<file path="config.mk">
export PLATFORM = sky130hd
export DESIGN_NAME = tpfd_ram
export DESIGN_NICKNAME = d
export VERILOG_FILES = /design/src/sv/tpfd_ram.sv
export SDC_FILE = /design/constraint.sdc
export NUM_CORES = 2
export LEC_CHECK = 0
export BUFFER_PORTS_ARGS = -buffer_cell sky130_fd_sc_hd__buf_2
export CAP_MARGIN = 20
export CELL_PAD_IN_SITES_DETAIL_PLACEMENT = 0
export CELL_PAD_IN_SITES_GLOBAL_PLACEMENT = 2
export CORE_MARGIN = 5
export CORE_UTILIZATION = 25
export CTS_CLUSTER_DIAMETER = 120
export DETAILED_ROUTE_END_ITERATION = 16
export PLACE_DENSITY_LB_ADDON = 0.12
export SYNTH_ARGS = -nofsm -noshare
export SYNTH_HDL_FRONTEND = slang
export SYNTH_SLANG_ARGS = --single-unit
</file>
<file path="constraint.sdc">
create_clock -name clk -period 2.8 [get_ports clk]
set_input_delay 0.14 -clock clk [delete_from_list [all_inputs] [get_ports clk]]
set_output_delay 0.14 -clock clk [all_outputs]
set_load 0.005 [all_outputs]
</file>
<file path="src/sv/tpfd_ram.sv">
// ----------------------------------------------------------------------------
// tpfd_ram
// Generic single-write, single-read memory with a registered read port.
// ----------------------------------------------------------------------------
module tpfd_ram #(
  parameter int WIDTH = 16,
  parameter int DEPTH = 256
) (
  input  logic                                      clk,
  input  logic                                      we,
  input  logic [(DEPTH > 1 ? $clog2(DEPTH) : 1)-1:0] waddr,
  input  logic [WIDTH-1:0]                          wdata,
  input  logic [(DEPTH > 1 ? $clog2(DEPTH) : 1)-1:0] raddr,
  output logic [WIDTH-1:0]                          rdata
);

  logic [WIDTH-1:0] mem [DEPTH];

  always_ff @(posedge clk) begin
    if (we) begin
      mem[waddr] <= wdata;
    end
    rdata <= mem[raddr];
  end

endmodule

</file>
-- Word level (Yosys, flattened, before mapping)
Memory sizes are Yosys's and may differ from the RTL's. A register that Yosys moved wholly into a read port is not among the register bits.
Index checks and enable logic that the tools add are counted.
- output and inout port bits: 16
- logic and storage cells: 3
- RAM bits: 4096
- flip-flop bits (word level): 0
- memories: 1
- input bits: 34
- memory list (memory ; words ; bits a word ; read ports ; clocked after Yosys merged registers in ; wr ports ; RTL line ; text):
    mem ; 256 ; 16 ; 1 ; 1 ; 1 ; 17 ; logic [WIDTH-1:0] mem [DEPTH];
- mux-type cells: 2
- operators by type and width (kind ; number):
    $mux 1 ; 2

-- Depth between registers and ports, before layout
- word-level depth: 2
- gate-level depth with buffers: 12
- depth with buffers taken out: 6

-- Least setup slack after synthesis
Ideal clock, no wire load.
- path type: input-to-reg
- from: input waddr[3] (netlist bit)
- to: memory mem[235][0] (enable)
- data required time: 2.412 ns
- setup time: 0.388 ns
- path buffers: 3
- cell stages on the path: 6
- arrival time: 1.917 ns
- path slack: 0.495 ns
- cell sequence: clkbuf_1 > nor2b_1 > clkbuf_1 > nand4_1 > clkbuf_1 > nor2_1
- RTL lines (what ; RTL line ; text):
    start: declaration ; 11 ; input logic [(DEPTH > 1 ? $clog2(DEPTH) : 1)-1:0] waddr,
    end: declaration ; 17 ;
No word-level cell before the write port.

==> summary.txt <==
Run status
  – Status: complete, but fails checks
  – Failing checks: negative setup slack

Logic synthesis
  – EDFF count, synth: 4096
  – Sequential share of the synthesized area: 0.777
  – Mapped Avg Cell Area: 21.6 um^2
  – Yosys Warn Count: 0
  – Mapped cell area: 159000 um^2
  – Synth area leader: edfxtp_1
  – Synth async-reset ratio: 0
  – Syn Nets: 7394
  – Yosys top cell area share: 0.775
  – Synth Flop Type: edfxtp_1
  – Ranking of synthesized cells by area: edfxtp_1, mux4_2, mux2i_1
  – Synth cell types: 52
  – Seq cells post-synth: 4112
  – Syn Inst Count: 7360

Timing
  – Worst slew pin tran: 1130 ps
  – Final setup viols: 1
  – Crit path time final: 2820 ps
  – Slew margin rel.: 0.244
  – Fin. max-slew vios: 0
  – Fin crit share: 1.01
  – RSZ-0062 raised after global routing: false
  – FMAX: 0.355 GHz
  – Clock skew: 61.8 ps
  – Setup ws final: -20.3 ps
  – Hold Fails Final Rpt: 0

Clocking
  – Num Clock Sinks: 4112
  – CTS H-Tree Depth: 5
  – Clock root cell: clkbuf_16
  – Clk Latency, worst-skew pair: 1040 ps
  – Clk slew on worst S/H paths: 60 ps
  – Setup Fix Bufs, Post-CTS: 0
  – Clock tree buffer depth: 4
  – CTS tree: yes
  – Total CTS buffers: 468

Layout
  – Nets@finish: 8684
  – Layout Cells excl Fill: 17400
  – FF+latch area: 123000 um^2
  – Multi-input logic area: 33500 um^2
  – Ratio of cells with drive above 1 in the final layout: 0.331
  – Fill cell count: 61200
  – Final cell area excluding filler cells: 195000 um^2
  – Area growth syn-to-layout: 22.7%
  – Layout Utilization: 0.308

Floorplanning
  – Initial Utilization: 0.251
  – # rows: 292
  – Die H: 807 um
  – Die X: 807 um
  – Boundary Pins: 50
  – Placeable Area: 633000 um^2
  – Area of the die: 651000 um^2

Min path
  – HP Class: input port to register
  – WHS Path Cells: 2
  – HP Start: wdata[2]
  – Worst Hold Path EP: mem[98][2]$_DFFE_PP_

Global routing
  – Vias in the first global route: 84400
  – Largest net degree at the start of global routing: 101
  – Grt ovf: 0
  – Initial antenna violation count: 60
  – First-pass GRT wire length: 752000 um
  – Total track usage: 0.167

Route
  – Total number of vias: 81000
  – Starting DRT DRC Count: 7158
  – Wirelength per Cell: 31.8 um
  – Via-to-Cell Ratio: 4.65
  – DRC Markers: 0
  – Antenna Nets Post-Route: 0
  – Drt pass-1 iters: 9
  – Post-Route WL: 555000 um

Flow run
  – Max-cap violations: 0

Critical path
  – Startpoint Class: input port
  – Worst EP arrival: 3780 ps
  – Reg-to-Reg End: rdata[0]$_DFF_P_
  – WS Path Type: input port to register
  – Req. time, crit path: 3760 ps
  – Critical path fanouts, max: 18
  – FF-to-FF Start: mem[3][0]$_DFFE_PP_
  – R2R depth: 8
  – Crit path capture type: register
  – R2R Setup Slk: 50 ps

Pwr
  – Peak VDD IR: 544 uV
  – Static Leak: 62.0 nW
  – P per Cell Area: 694 nW/um^2

Place
  – Placer Congestion: 0.769
  – DP HPWL: 357000 um
  – Placed insts: 16500
  – Placement Setup Slack: -1090 ps
  – DP Area: 180000 um^2
  – I/O Buffers: 49
==> routing by layer <==
metal	global-route usage	routed length, um	part of all wire
met1	0.235	252000	0.45
met2	0.276	265000	0.48
met3	0.0257	26500	0.048
met4	0.0325	11300	0.020
met5	0	76	0.00014
==> registers in the layout (all words and copies together) (netlist names) <==
signal	count
mem	4096
rdata	16
==> cells in the mapped netlist (all sizes together) (11+ instances only) <==
library cell / n
edfxtp: 4096
mux4: 797
mux2i: 565
nor2: 304
o221ai: 253
clkbuf: 230
buf: 222
a21oi: 175
o22ai: 148
nor3: 92
mux2: 88
a22oi: 43
nand2: 38
o21ai: 38
nand3: 35
a22o: 32
a221oi: 28
nand4: 26
o32ai: 21
a211oi: 18
nor4: 18
dfxtp: 16
o31ai: 16
and3: 11
==> what timing repair did <==
item,4_1_cts,5_1_grt
resized for setup,11,8
setup endpoints to repair,8,5
pin swaps,1,3
hold buffers,24,0
endpoints found under the hold margin,4093,0
==> where the power goes <==
part	internal, mW	switching [mW]	total (mW)	leakage [nW]
Clock	33.5	25.4	58.9	7.09
Combinational	3.09	5.21	8.30	18.0
Sequential	67.9	0.121	68.0	36.9
Total	104	30.7	135	62.0
==> area by class of cell <==
type / count / area share
Antenna cell: 26 / 0.000334
Clock buffer: 592 / 0.0632
Sequential cell: 4112 / 0.633
Clock inverter: 263 / 0.0118
Tap cell: 8379 / 0.0539
Multi-Input combinational cell: 2792 / 0.172
Timing Repair Buffer: 1272 / 0.0651
Inverter: 4 / 0.000141
==> critical path, cell delays in order <==
cell	delay [ps]
buf_12	230
buf_12	260
buf_12	240
buf_12	180
buf_12	160
buf_4	210
mux2i_1	100
o221ai_1	380
buf_4	230
o22ai_1	90
a21oi_1	490
nand4_1	190
nor4_1	470
buf_2	270
==> worst max path at each step <==
stage                     slack, ps  depth (start not counted)               endpoint                start
final                           -20                         14       rdata[7]$_DFF_P_             raddr[0]
after global routing              9                          8       rdata[9]$_DFF_P_  mem[3][9]$_DFFE_PP_
after CTS                        10                          5  mem[252][7]$_DFFE_PP_                   we
after detailed placement      -1090                         10      rdata[14]$_DFF_P_             raddr[0]
after global placement        -1570                         13       rdata[7]$_DFF_P_             raddr[0]
after floorplan                 490                          6  mem[235][0]$_DFFE_PP_             waddr[3]
==> logic make-up after synthesis <==
group / share of synthesized area
buffers and inverters: 0.0169
flip-flops: 0.777
AND/OR/NAND/NOR: 0.0157
AO/OA/AOI/OAI: 0.0354
multiplexers: 0.155
==> layout by cell type (no fill, tap or decap), drive strengths merged, types with 9 or more instances in the layout <==
cell type / Yosys / final
mux4: 797 / 797
a21oi: 175 / 175
nor2: 304 / 304
o31ai: 16 / 16
buf: 222 / 1248
nand3: 35 / 35
nor2b: 9 / 9
diode: 0 / 26
a211oi: 18 / 18
a22o: 32 / 32
nand4: 26 / 26
edfxtp: 4096 / 4096
a22oi: 43 / 43
mux2: 88 / 88
mux2i: 565 / 565
nor4: 18 / 18
o21ai: 38 / 38
inv: 4 / 17
nand2: 38 / 38
nor3: 92 / 92
and3: 11 / 11
dlygate4sd3: 0 / 24
a221oi: 28 / 28
clkbuf: 230 / 592
bufinv: 0 / 27
dfxtp: 16 / 16
clkinvlp: 0 / 14
o221ai: 253 / 253
o32ai: 21 / 21
o22ai: 148 / 148
clkinv: 0 / 209
==> per-stage QoR <==
stage,setup TNS [ps],hold slack [ps],power [mW]
final,-20.3,128,135
after global placement,-84010,536,77.7
after CTS,0,11.8,137
after global routing,0,72.2,140
after detailed placement,-68320,526,77.7
after floorplan,0,239,72.6
No activity file was read; power rests on OpenSTA's default activity.
