--- src/sv/tpfd_pkg.sv ---
// ----------------------------------------------------------------------------
// tpfd_pkg
// Shared constants for the tiled palette frame decoder.
// ----------------------------------------------------------------------------
package tpfd_pkg;

  // Closing status codes
  localparam logic [1:0] STATUS_OK       = 2'd0;
  localparam logic [1:0] STATUS_CORRUPT  = 2'd1;
  localparam logic [1:0] STATUS_OVERFLOW = 2'd2;

  // Tile geometry: 8x8 pixels, 64 per tile
  localparam int TILE_SHIFT = 3;
  localparam int TILE_PIX_SHIFT = 6;

  // Tile index divider widths
  localparam int DIV_N_W = 16;
  localparam int DIV_D_W = 9;

  typedef logic [DIV_N_W-1:0] div_num_t;
  typedef logic [DIV_D_W-1:0] div_den_t;

endpackage

--- src/sv/tpfd_div.sv ---
// ----------------------------------------------------------------------------
// tpfd_div
// Restoring divider, one quotient bit per cycle: splits a tile index into
// tile row (quotient) and tile column (remainder).
// ----------------------------------------------------------------------------
module tpfd_div
  import tpfd_pkg::*;
(
  input  logic     clk,
  input  logic     rst,
  input  logic     start,
  input  div_num_t dividend,
  input  div_den_t divisor,
  output logic     done,
  output div_num_t quotient,
  output div_den_t remainder
);

  localparam int CNT_W = $clog2(DIV_N_W + 1);

  logic [CNT_W-1:0] count;
  logic             busy;
  div_den_t         den;
  logic [DIV_D_W:0] trial;
  logic [DIV_D_W:0] diff;

  // shift in the next dividend bit, subtract when it fits
  assign trial = {remainder, quotient[DIV_N_W-1]};
  assign diff  = trial - {1'b0, den};

  always_ff @(posedge clk) begin
    if (rst) begin
      busy  <= 1'b0;
      done  <= 1'b0;
      count <= '0;
    end else begin
      done <= 1'b0;
      if (start) begin
        busy      <= 1'b1;
        count     <= CNT_W'(DIV_N_W);
        quotient  <= dividend;
        remainder <= '0;
        den       <= divisor;
      end else if (busy) begin
        if (trial >= {1'b0, den}) begin
          remainder <= diff[DIV_D_W-1:0];
          quotient  <= {quotient[DIV_N_W-2:0], 1'b1};
        end else begin
          remainder <= trial[DIV_D_W-1:0];
          quotient  <= {quotient[DIV_N_W-2:0], 1'b0};
        end
        count <= count - 1'b1;
        if (count == CNT_W'(1)) begin
          busy <= 1'b0;
          done <= 1'b1;
        end
      end
    end
  end

endmodule

--- config.mk ---
export PLATFORM = sky130hd
export DESIGN_NAME = tpfd_div
export DESIGN_NICKNAME = d
export VERILOG_FILES = /design/src/sv/tpfd_pkg.sv /design/src/sv/tpfd_div.sv
export SDC_FILE = /design/constraint.sdc
export NUM_CORES = 1
export LEC_CHECK = 0
export ABC_AREA = 0
export BUFFER_PORTS_ARGS = -buffer_cell sky130_fd_sc_hd__clkbuf_2
export CORE_MARGIN = 8
export CORE_UTILIZATION = 35
export DETAILED_ROUTE_END_ITERATION = 8
export GPL_ROUTABILITY_DRIVEN = 0
export SETUP_SLACK_MARGIN = 0.2
export SLEW_MARGIN = 30
export SYNTH_ARGS = -nofsm -noshare
export SYNTH_HDL_FRONTEND = slang
export SYNTH_SLANG_ARGS = --single-unit
--- constraint.sdc ---
create_clock -name clk -period 4.7 [get_ports clk]
set_input_delay 0.47 -clock clk [delete_from_list [all_inputs] [get_ports clk]]
set_output_delay 0.47 -clock clk [all_outputs]
set_load 0.005 [all_outputs]
Word level (Yosys, flattened, before mapping):

Index checks and enable logic that the tools add are counted.

* flip-flop bits (word level): 41
* bits of input ports: 28
* output and inout bits: 26
* logic and storage cells: 29

* add/sub/neg operators: 2
* order comparisons: 1
* equal/unequal tests: 1
* muxes and demuxes: 11
* bitwise operators: 2
* reduce and logical (&&, ||, !) cells: 5

Operators by type and width (number)
* $mux W16: 2
* $mux W9: 2
* $ge A10 B9 Y1: 1
* $mux W5: 2
* $sub A9 B9 Y9: 1
* $eq A5 B1 Y1 const B: 1
* $mux W1: 5
* $sub A5 B1 Y5 const B: 1
* $reduce_and A2 Y1: 2
* $reduce_or A3 Y1: 1
* $not A1 Y1: 2
* $reduce_bool A2 Y1: 1
* $reduce_or A2 Y1: 1

Depth between registers and ports, before layout:

Gate-level depths: netlist of the first run.

* depth in word-level cells: 4
* mapped depth: 10
* depth with buffers taken out: 9

Least setup slack after synthesis of the first run:

No wires, ideal clock.

* path type: register to register
* start: register quotient[15]
* end: register quotient[0] (data pin)
* setup time: 0.260 ns
* arrival: 2.172 ns
* data required time: 4.440 ns
* setup slack: 2.268 ns
* stages on the path, launching flop included: 10
* buffers on the path: 1
* period minus slack after synthesis: 2.432 ns
* path through: edfxtp_1 > inv_1 > ha_1 > inv_1 > fa_1 > a21o_1 > a221oi_4 > a31oi_4 > buf_6 > mux2_4

* word-level cells in the longest chain between the ends: 4

Ends and longest elaborated chain
* start, declared: RTL line tpfd_div.sv:15 `output div_num_t quotient,`
* start signal, assigned: RTL line tpfd_div.sv:41 `quotient <= dividend;`
* start signal, assigned: RTL line tpfd_div.sv:47 `quotient <= {quotient[DIV_N_W-2:0], 1'b1};`
* start signal, assigned: RTL line tpfd_div.sv:50 `quotient <= {quotient[DIV_N_W-2:0], 1'b0};`
* $ge A10 B9 Y1: RTL line tpfd_div.sv:45 `if (trial >= {1'b0, den}) begin`
* $mux W1: RTL line tpfd_div.sv:45
* $mux W16: RTL line tpfd_div.sv:44 `end else if (busy) begin`
* $mux W16: RTL line tpfd_div.sv:38 `if (start) begin`

Every way passes these cells. The select of a mux whose other input is x is not followed.
A chain may end at the register's enable or synchronous reset.

Final worst setup path of the first run:

Same ends and word-level chain as after synthesis.

==> results of run 1 <==
## cells in the mapped netlist, types with 2 or more instances
master and n:
o21ai_0 3, a21oi_1 5, and3_1 2, a211oi_2 2, nand3_1 5, mux2_2 15, mux2i_1 4, buf_1 3
a21o_1 4, or2_1 2, a31o_2 2, edfxtp_1 34, nor2_1 15, xnor2_1 6, ha_1 11, inv_1 16
dfxtp_1 7, nor3_1 4, nand2_1 2, nor4b_1 2
## final cells by class
class                           count  area (sq um)
Fill cell                         551          3350
Clock buffer                        7          76.3
Inverter                           16          60.1
Multi-Input combinational cell    105           902
Tap cell                           75          93.8
Timing Repair Buffer               54           273
Sequential cell                    41          1160
Clock inverter                      1          8.76
## placed cells by master, fill, tap and decap left out, types with 2 or more instances in the layout
cell type	Yosys	layout
clkbuf_8	0	5
clkbuf_1	1	2
nand2_1	2	2
clkbuf_2	0	53
edfxtp_1	34	34
a211oi_2	2	2
dfxtp_1	7	7
nor4b_1	2	2
nor2_1	15	14
o21ai_0	3	3
mux2_2	15	15
xnor2_1	6	6
or2_1	2	2
and3_1	2	2
nor3_1	4	4
inv_1	16	16
a21o_1	4	4
mux2i_1	4	4
a31o_2	2	2
nand3_1	5	5
a21oi_1	5	5
ha_1	11	11
## layer usage
metal	global-route usage (%)	part of all wire [%]	up-vias
met3	4.08	6.3	5
met4	3.96	1.2	0
li1	-	-	735
met1	12.2	44	700
met5	0	0	-
met2	17.0	48	27
## sequential cells by signal (all words and copies together) (netlist names)
| name | flops |
|---|---|
| quotient | 16 |
| den | 9 |
| remainder | 9 |
| count | 5 |
| busy | 1 |
| done | 1 |
## final timing paths
path | cells past startpoint | end | slack (ps) | startpoint
worst max-delay path | 8 | quotient[0] | 2150 | quotient[15]
worst min register to register | 2 | count[1] | 520 | count[1]
worst min-delay path | 1 | den[8] | 340 | divisor[8]
worst max register to register | 8 | quotient[0] | 2150 | quotient[15]
## kinds of logic (layout without fill, tap and decap cells)
| group | Yosys count | count (layout) |
|---|---|---|
| DFF | 41 | 41 |
| and+or+nand+nor | 39 | 39 |
| AOI/OAI and AO/OA | 27 | 27 |
| buffers and inverters | 21 | 78 |
| muxes | 20 | 20 |
| adders and majority gates | 12 | 12 |
| xor gates and xnor gates | 7 | 7 |
## critical path, stage by stage, from the launching register on
cell and delay, ps:
edfxtp_1 420, inv_1 80, ha_1 160, inv_1 50
fa_1 400, a21o_1 240, a221oi_4 370, a31oi_4 260
mux2_4 320
## report_power, final
group | total [mW] | internal, mW | switching (mW)
Combinational | 0.209 | 0.0996 | 0.109
Clock | 0.229 | 0.106 | 0.123
Sequential | 0.447 | 0.429 | 0.0182
Total | 0.885 | 0.635 | 0.250
## metrics by stage
stage	util, %	setup slack, ps
finish	43.5	2150
global route	43.5	1970
CTS	43.5	2140
detailed placement	42.1	2170
global placement	42.1	2200
floorplan	-	2270
==> summary.txt, run 1 <==
Outcome
  – Status: completed

Synth
  – Syn Area/Cell: about 13 sq um
  – Syn Inst Count: 167
  – Register bit total from synthesis: 41
  – Ys flop type: edfxtp_1
  – Largest family of logic cells by synthesized area: compound AO/OA/AOI/OAI gates
  – Adder-cell share of the synthesized area: between 7 and 8%
  – Post-synthesis sequential area ratio: a little over half
  – Syn nets: between 200 and 250
  – Mux share of post-synthesis cell area: between 10% and 20%
  – Synth Warn #: 0
  – Synth area leaders: edfxtp_1 (48%), mux2_2 (7.9%), dfxtp_1 (6.5%), ha_1 (6.4%), inv_1 (2.8%)
  – Cell Area, Synth: 0.00215 sq mm
  – Cell taking the most area after synthesis: edfxtp_1
  – Distinct cells, synth: between 40 and 50
  – Synth Area in Compound Gates: between 10% and 20%
  – Post-Synth Simple-Gate Area: 9.50%
  – EDFF count, synth: 34
  – Yosys top cell area share: between 40% and 50%
  – Synth async-reset ratio: 0%
  – Xor-xnor portion of the synthesized cell area: about 2.9%

Clock network
  – Hold buffers post-CTS: 0
  – Cells resized by post-CTS repair: 0
  – Clock Pin Slew Worst Setup and Hold Paths: 90 ps
  – Deepest clock path buffer count: 2
  – H-tree levels: 2
  – CTS tree: done
  – Clk Tree Root Cell: clkbuf_8
  – Setup Fix Bufs, Post-CTS: 0
  – Clk Latency, worst-skew pair: ~300 ps
  – Total CTS buffers: 5
  – Clock Sinks: between 40 and 50

Pwr
  – Peak supply drop: ~170 uV
  – Total power draw: about 890 uW
  – LEAKAGE: between 1 and 1.5 nW
  – Pwr Density: 344 mW/mm^2

STA
  – Final setup viols: 0
  – Rel. slew slack: roughly 45%
  – Clk_skew: between 15 and 20 ps
  – Worst-Margin Slew: just over 800 ps
  – FMAX: roughly 390 MHz
  – Fin crit period: 2550 ps
  – RSZ-0062 raised after global routing: no
  – Crit share post-route: 54.4%
  – Hold Slack: between 300 and 400 ps
  – Setup TNS: 0 ps
  – Final Slew Violations: 0
  – Hold Vio Cnt, Final: 0

Routing
  – Via count: roughly 1500
  – Starting DRC count in detailed routing: 78
  – DR pass1 iterations: 4
  – Vias/cell: 4.91
  – Number of routed nets with antenna violations: 0
  – Routed wire per std cell: approximately 15 microns
  – # DRC: 0
  – DRT Wirelength: roughly 4500 microns

Placed design
  – Placed inst area: 0.00249 sq mm
  – Cells after DPL: ~290
  – Final HPWL DP: around 3400 microns
  – I/O Buffers: 53

Global routing
  – Initial antenna violation count: 0
  – Vias in the first global route: 1485
  – Largest net degree at the start of global routing: 33
  – Gr usage total: between 10% and 20%
  – GRT overflow: 0
  – First-pass GRT wire length: ~7200 microns

Critical path
  – Crit path required time: 4750 ps
  – CP Class: register to register
  – Crit path launch type: register
  – CP Capture Type: register
  – Arr. time, crit path: approximately 2600 ps
  – Worst-path fanout max: 14

Floorplanning
  – Initial Utilization: between 30% and 40%
  – Die area: between 0.008 and 0.009 sq mm
  – Rows: 28
  – Io pins: 54
  – Die height: ~94 microns
  – Die Wd: approximately 94 microns
  – Core ar.: just under 0.006 sq mm

Finish
  – Antenna Cells: 0
  – Fin cells: approximately 300
  – Share of layout cells above drive strength 1: between 30% and 40%
  – Layout Nets: around 260
  – P&R area growth vs syn: 19.9%
  – Final non-filler cell area: between 0.002 and 0.003 sq mm

Hold path
  – Hold crit path type: input port to register

Job
  – Max_cap viols: 0
No activity file was read; power rests on OpenSTA's default activity.
==> run 2: changes to the inputs <==
Clock period 4.7 ns to 2.6 ns, I/O delays scaled along.
==> run 2 against run 1 <==
  * Non-clock buffer count up 11
  * Sequential cell count unchanged
  * Hold slack got worse by 200 ps
==> summary.txt, run 2 (synthesized netlist as in run 1, its figures left out) <==
Global routing
  – Initial antenna violation count: 0 (unchanged)
  – First-pass GRT wire length: 7300 microns (was 7250 microns)
  – Vias in the first global route: 1526 (was 1485)
  – GRT overflow: 0 (unchanged)
  – Gr usage total: 10.6% (was 10.5%)
  – Largest net degree at the start of global routing: 26 (was 33)

Floorplanning
  – Initial Utilization: 36.3% (unchanged)
  – Die Wd: 94.3 microns (unchanged)
  – Die area: 0.00890 sq mm (unchanged)
  – Core ar.: 0.00592 sq mm (unchanged)
  – Die height: 94.3 microns (unchanged)
  – Rows: 28 (unchanged)
  – Io pins: 54 (unchanged)

Finish
  – Layout Nets: 275 (was 263)
  – Commonest cells after routing, fill and taps aside: clkbuf_2 (53), edfxtp_1 (34), inv_1 (15), mux2_2 (15), nor2_1 (13) (was clkbuf_2 (53), edfxtp_1 (34), inv_1 (16))
  – Share of layout cells above drive strength 1: 45.3% (was 38.4%)
  – Regs by FF count: quotient (16), den (9), remainder (9) (unchanged)
  – Fin cells: 311 (was 299)
  – P&R area growth vs syn: 25.9% (was 19.9%)
  – Commonest non-fill, non-tap cell in the layout: clkbuf_2 (unchanged)
  – Most flops, register: quotient (unchanged)
  – Max FFs per register: 16 (unchanged)
  – Final Util: 45.7% (was 43.5%)
  – Antenna Cells: 0 (unchanged)

Routing
  – Via count: 1523 (was 1467)
  – Vias/cell: 4.90 (was 4.91)
  – Metal-1 WL: 2010 microns (was 2000 microns)
  – DRT Wirelength: 4760 microns (was 4510 microns)
  – Number of routed nets with antenna violations: 0 (unchanged)
  – Starting DRC count in detailed routing: 61 (was 78)
  – # DRC: 0 (unchanged)
  – Routed wire per std cell: 15.3 microns (was 15.1 microns)
  – Top routing layer used: met4 (unchanged)
  – DR pass1 iterations: 4 (unchanged)
  – Met3 Wirelength: 290 microns (was 283 microns)
  – Met2 WL: 2420 microns (was 2170 microns)

Clock network
  – Clock Pin Slew Worst Setup and Hold Paths: 80 ps (was 90 ps)
  – Clk Latency, worst-skew pair: 290 ps (was 300 ps)
  – CTS tree: done (unchanged)
  – Clock Sinks: 41 (unchanged)
  – Clk Tree Root Cell: clkbuf_8 (unchanged)
  – Deepest clock path buffer count: 2 (unchanged)
  – Total CTS buffers: 5 (unchanged)
  – H-tree levels: 2 (unchanged)

STA
  – Hold Vio Cnt, Final: 0 (unchanged)
  – Clk_skew: 4.93 ps (was 15.0 ps)
  – RSZ-0062 raised after global routing: yes (was no)
  – Rel. slew slack: 67.4% (was 45.5%)
  – Crit share post-route: 90.7% (was 54.4%)
  – Setup TNS: 0 ps (unchanged)
  – Final Slew Violations: 0 (unchanged)
  – FMAX: 424 MHz (was 391 MHz)
  – Fin crit period: 2360 ps (was 2550 ps)
  – Final worst slack: 242 ps (was 2150 ps)
  – Worst-Margin Slew: 488 ps (was 815 ps)
  – Final setup viols: 0 (unchanged)

Pwr
  – Peak supply drop: 275 uV (was 168 uV)
  – LEAKAGE: 1.14 nW (was 1.09 nW)
  – Pwr Density: 613 mW/mm^2 (was 344 mW/mm^2)

Critical path
  – FF-to-FF path depth: 5 (was 8)
  – Critical path cell sequence: ha_1 -> a21o_1 -> a2111oi_4 -> a31oi_4 -> mux2_4 (was inv_1 -> ha_1 -> inv_1 -> fa_1 -> a21o_1 -> a221oi_4 -> a31oi_4 -> mux2_4)
  – Crit path launch type: register (unchanged)
  – Reg2reg setup slack: 240 ps (was 2150 ps)
  – Worst r2r dst: quotient[0] (unchanged)
  – Reg-to-Reg Start: remainder[6] (was quotient[15])
  – Slowest cell on crit path: a2111oi_4 (was edfxtp_1)
  – CP Capture Type: register (unchanged)
  – Worst-path fanout max: 7 (was 14)
  – Crit path required time: 2640 ps (was 4750 ps)
  – Max incr delay on CP: 560 ps (was 420 ps)
  – Arr. time, crit path: 2400 ps (was 2600 ps)
  – CP Class: register to register (unchanged)

Placed design
  – Place WS: 173 ps (was 2170 ps)
  – Final HPWL DP: 3390 microns (was 3360 microns)
  – Cells after DPL: 294 (was 291)
  – I/O Buffers: 53 (unchanged)

Hold path
  – Worst hold path startpoint: divisor[3] (was divisor[8])
  – Min-Delay Endpoint: den[3] (was den[8])
  – Hold crit path type: input port to register (unchanged)
  – Hold Path Cell Cnt: 1 (unchanged)

Outcome
  – Status: completed (unchanged)

Job
  – Max_cap viols: 0 (unchanged)
## run 2: power by group
group	switching [mW]	leakage [nW]	internal, mW
Sequential	0.0322	0.382	0.776
Clock	0.216	0.0450	0.186
Combinational	0.226	0.717	0.221
## run 2: cell type report
class	count	area, sq um
clock buffer	6	72.6
clock inverter	2	10.0
fill	557	3220
inverter	16	60.1
multi-input combinational	106	947
sequential	41	1160
tap	75	93.8
timing repair buffer	65	359
## run 2: worst max-delay path by stage
stage | slack, ps | end | startpoint
3_5_place_dp | 170 | quotient[0] | quotient[15]
2_1_floorplan | 200 | quotient[0] | quotient[15]
6_report | 240 | quotient[0] | remainder[6]
3_3_place_gp | 210 | quotient[0] | quotient[15]
4_1_cts | 200 | remainder[2] | quotient[15]
5_1_grt | 140 | remainder[3] | quotient[15]
## run 2: metal layers
metal,global-route usage (%),vias to the layer above
li1,-,756
met1,12.4,729
met2,17.3,34
met3,3.92,4
met4,3.57,0
met5,0,-
## run 2: what timing repair did
action	CTS	global route
endpoints found under the setup margin	6	10
pin swaps	4	6
setup buffers	3	5
gates cloned	1	0
hold buffers	0	0
resized for setup	1	9
## run 2: worst max-delay path, delay by kind of cell, from the launching register on
kind	cells	cell delay [ps]
compound gates	3	960
fa+ha+maj	1	410
mux	1	300
flops	1	440
## run 2: per-stage QoR
| step | area [sq um] | power, mW | hold slack [ps] |
|---|---|---|---|
| after floorplan | 2150 | 1.10 | 359 |
| final | 2700 | 1.66 | 143 |
| after detailed placement | 2510 | 1.21 | 439 |
| after global placement | 2510 | 1.21 | 439 |
| after CTS | 2630 | 1.64 | 136 |
| after global routing | 2700 | 1.75 | 129 |
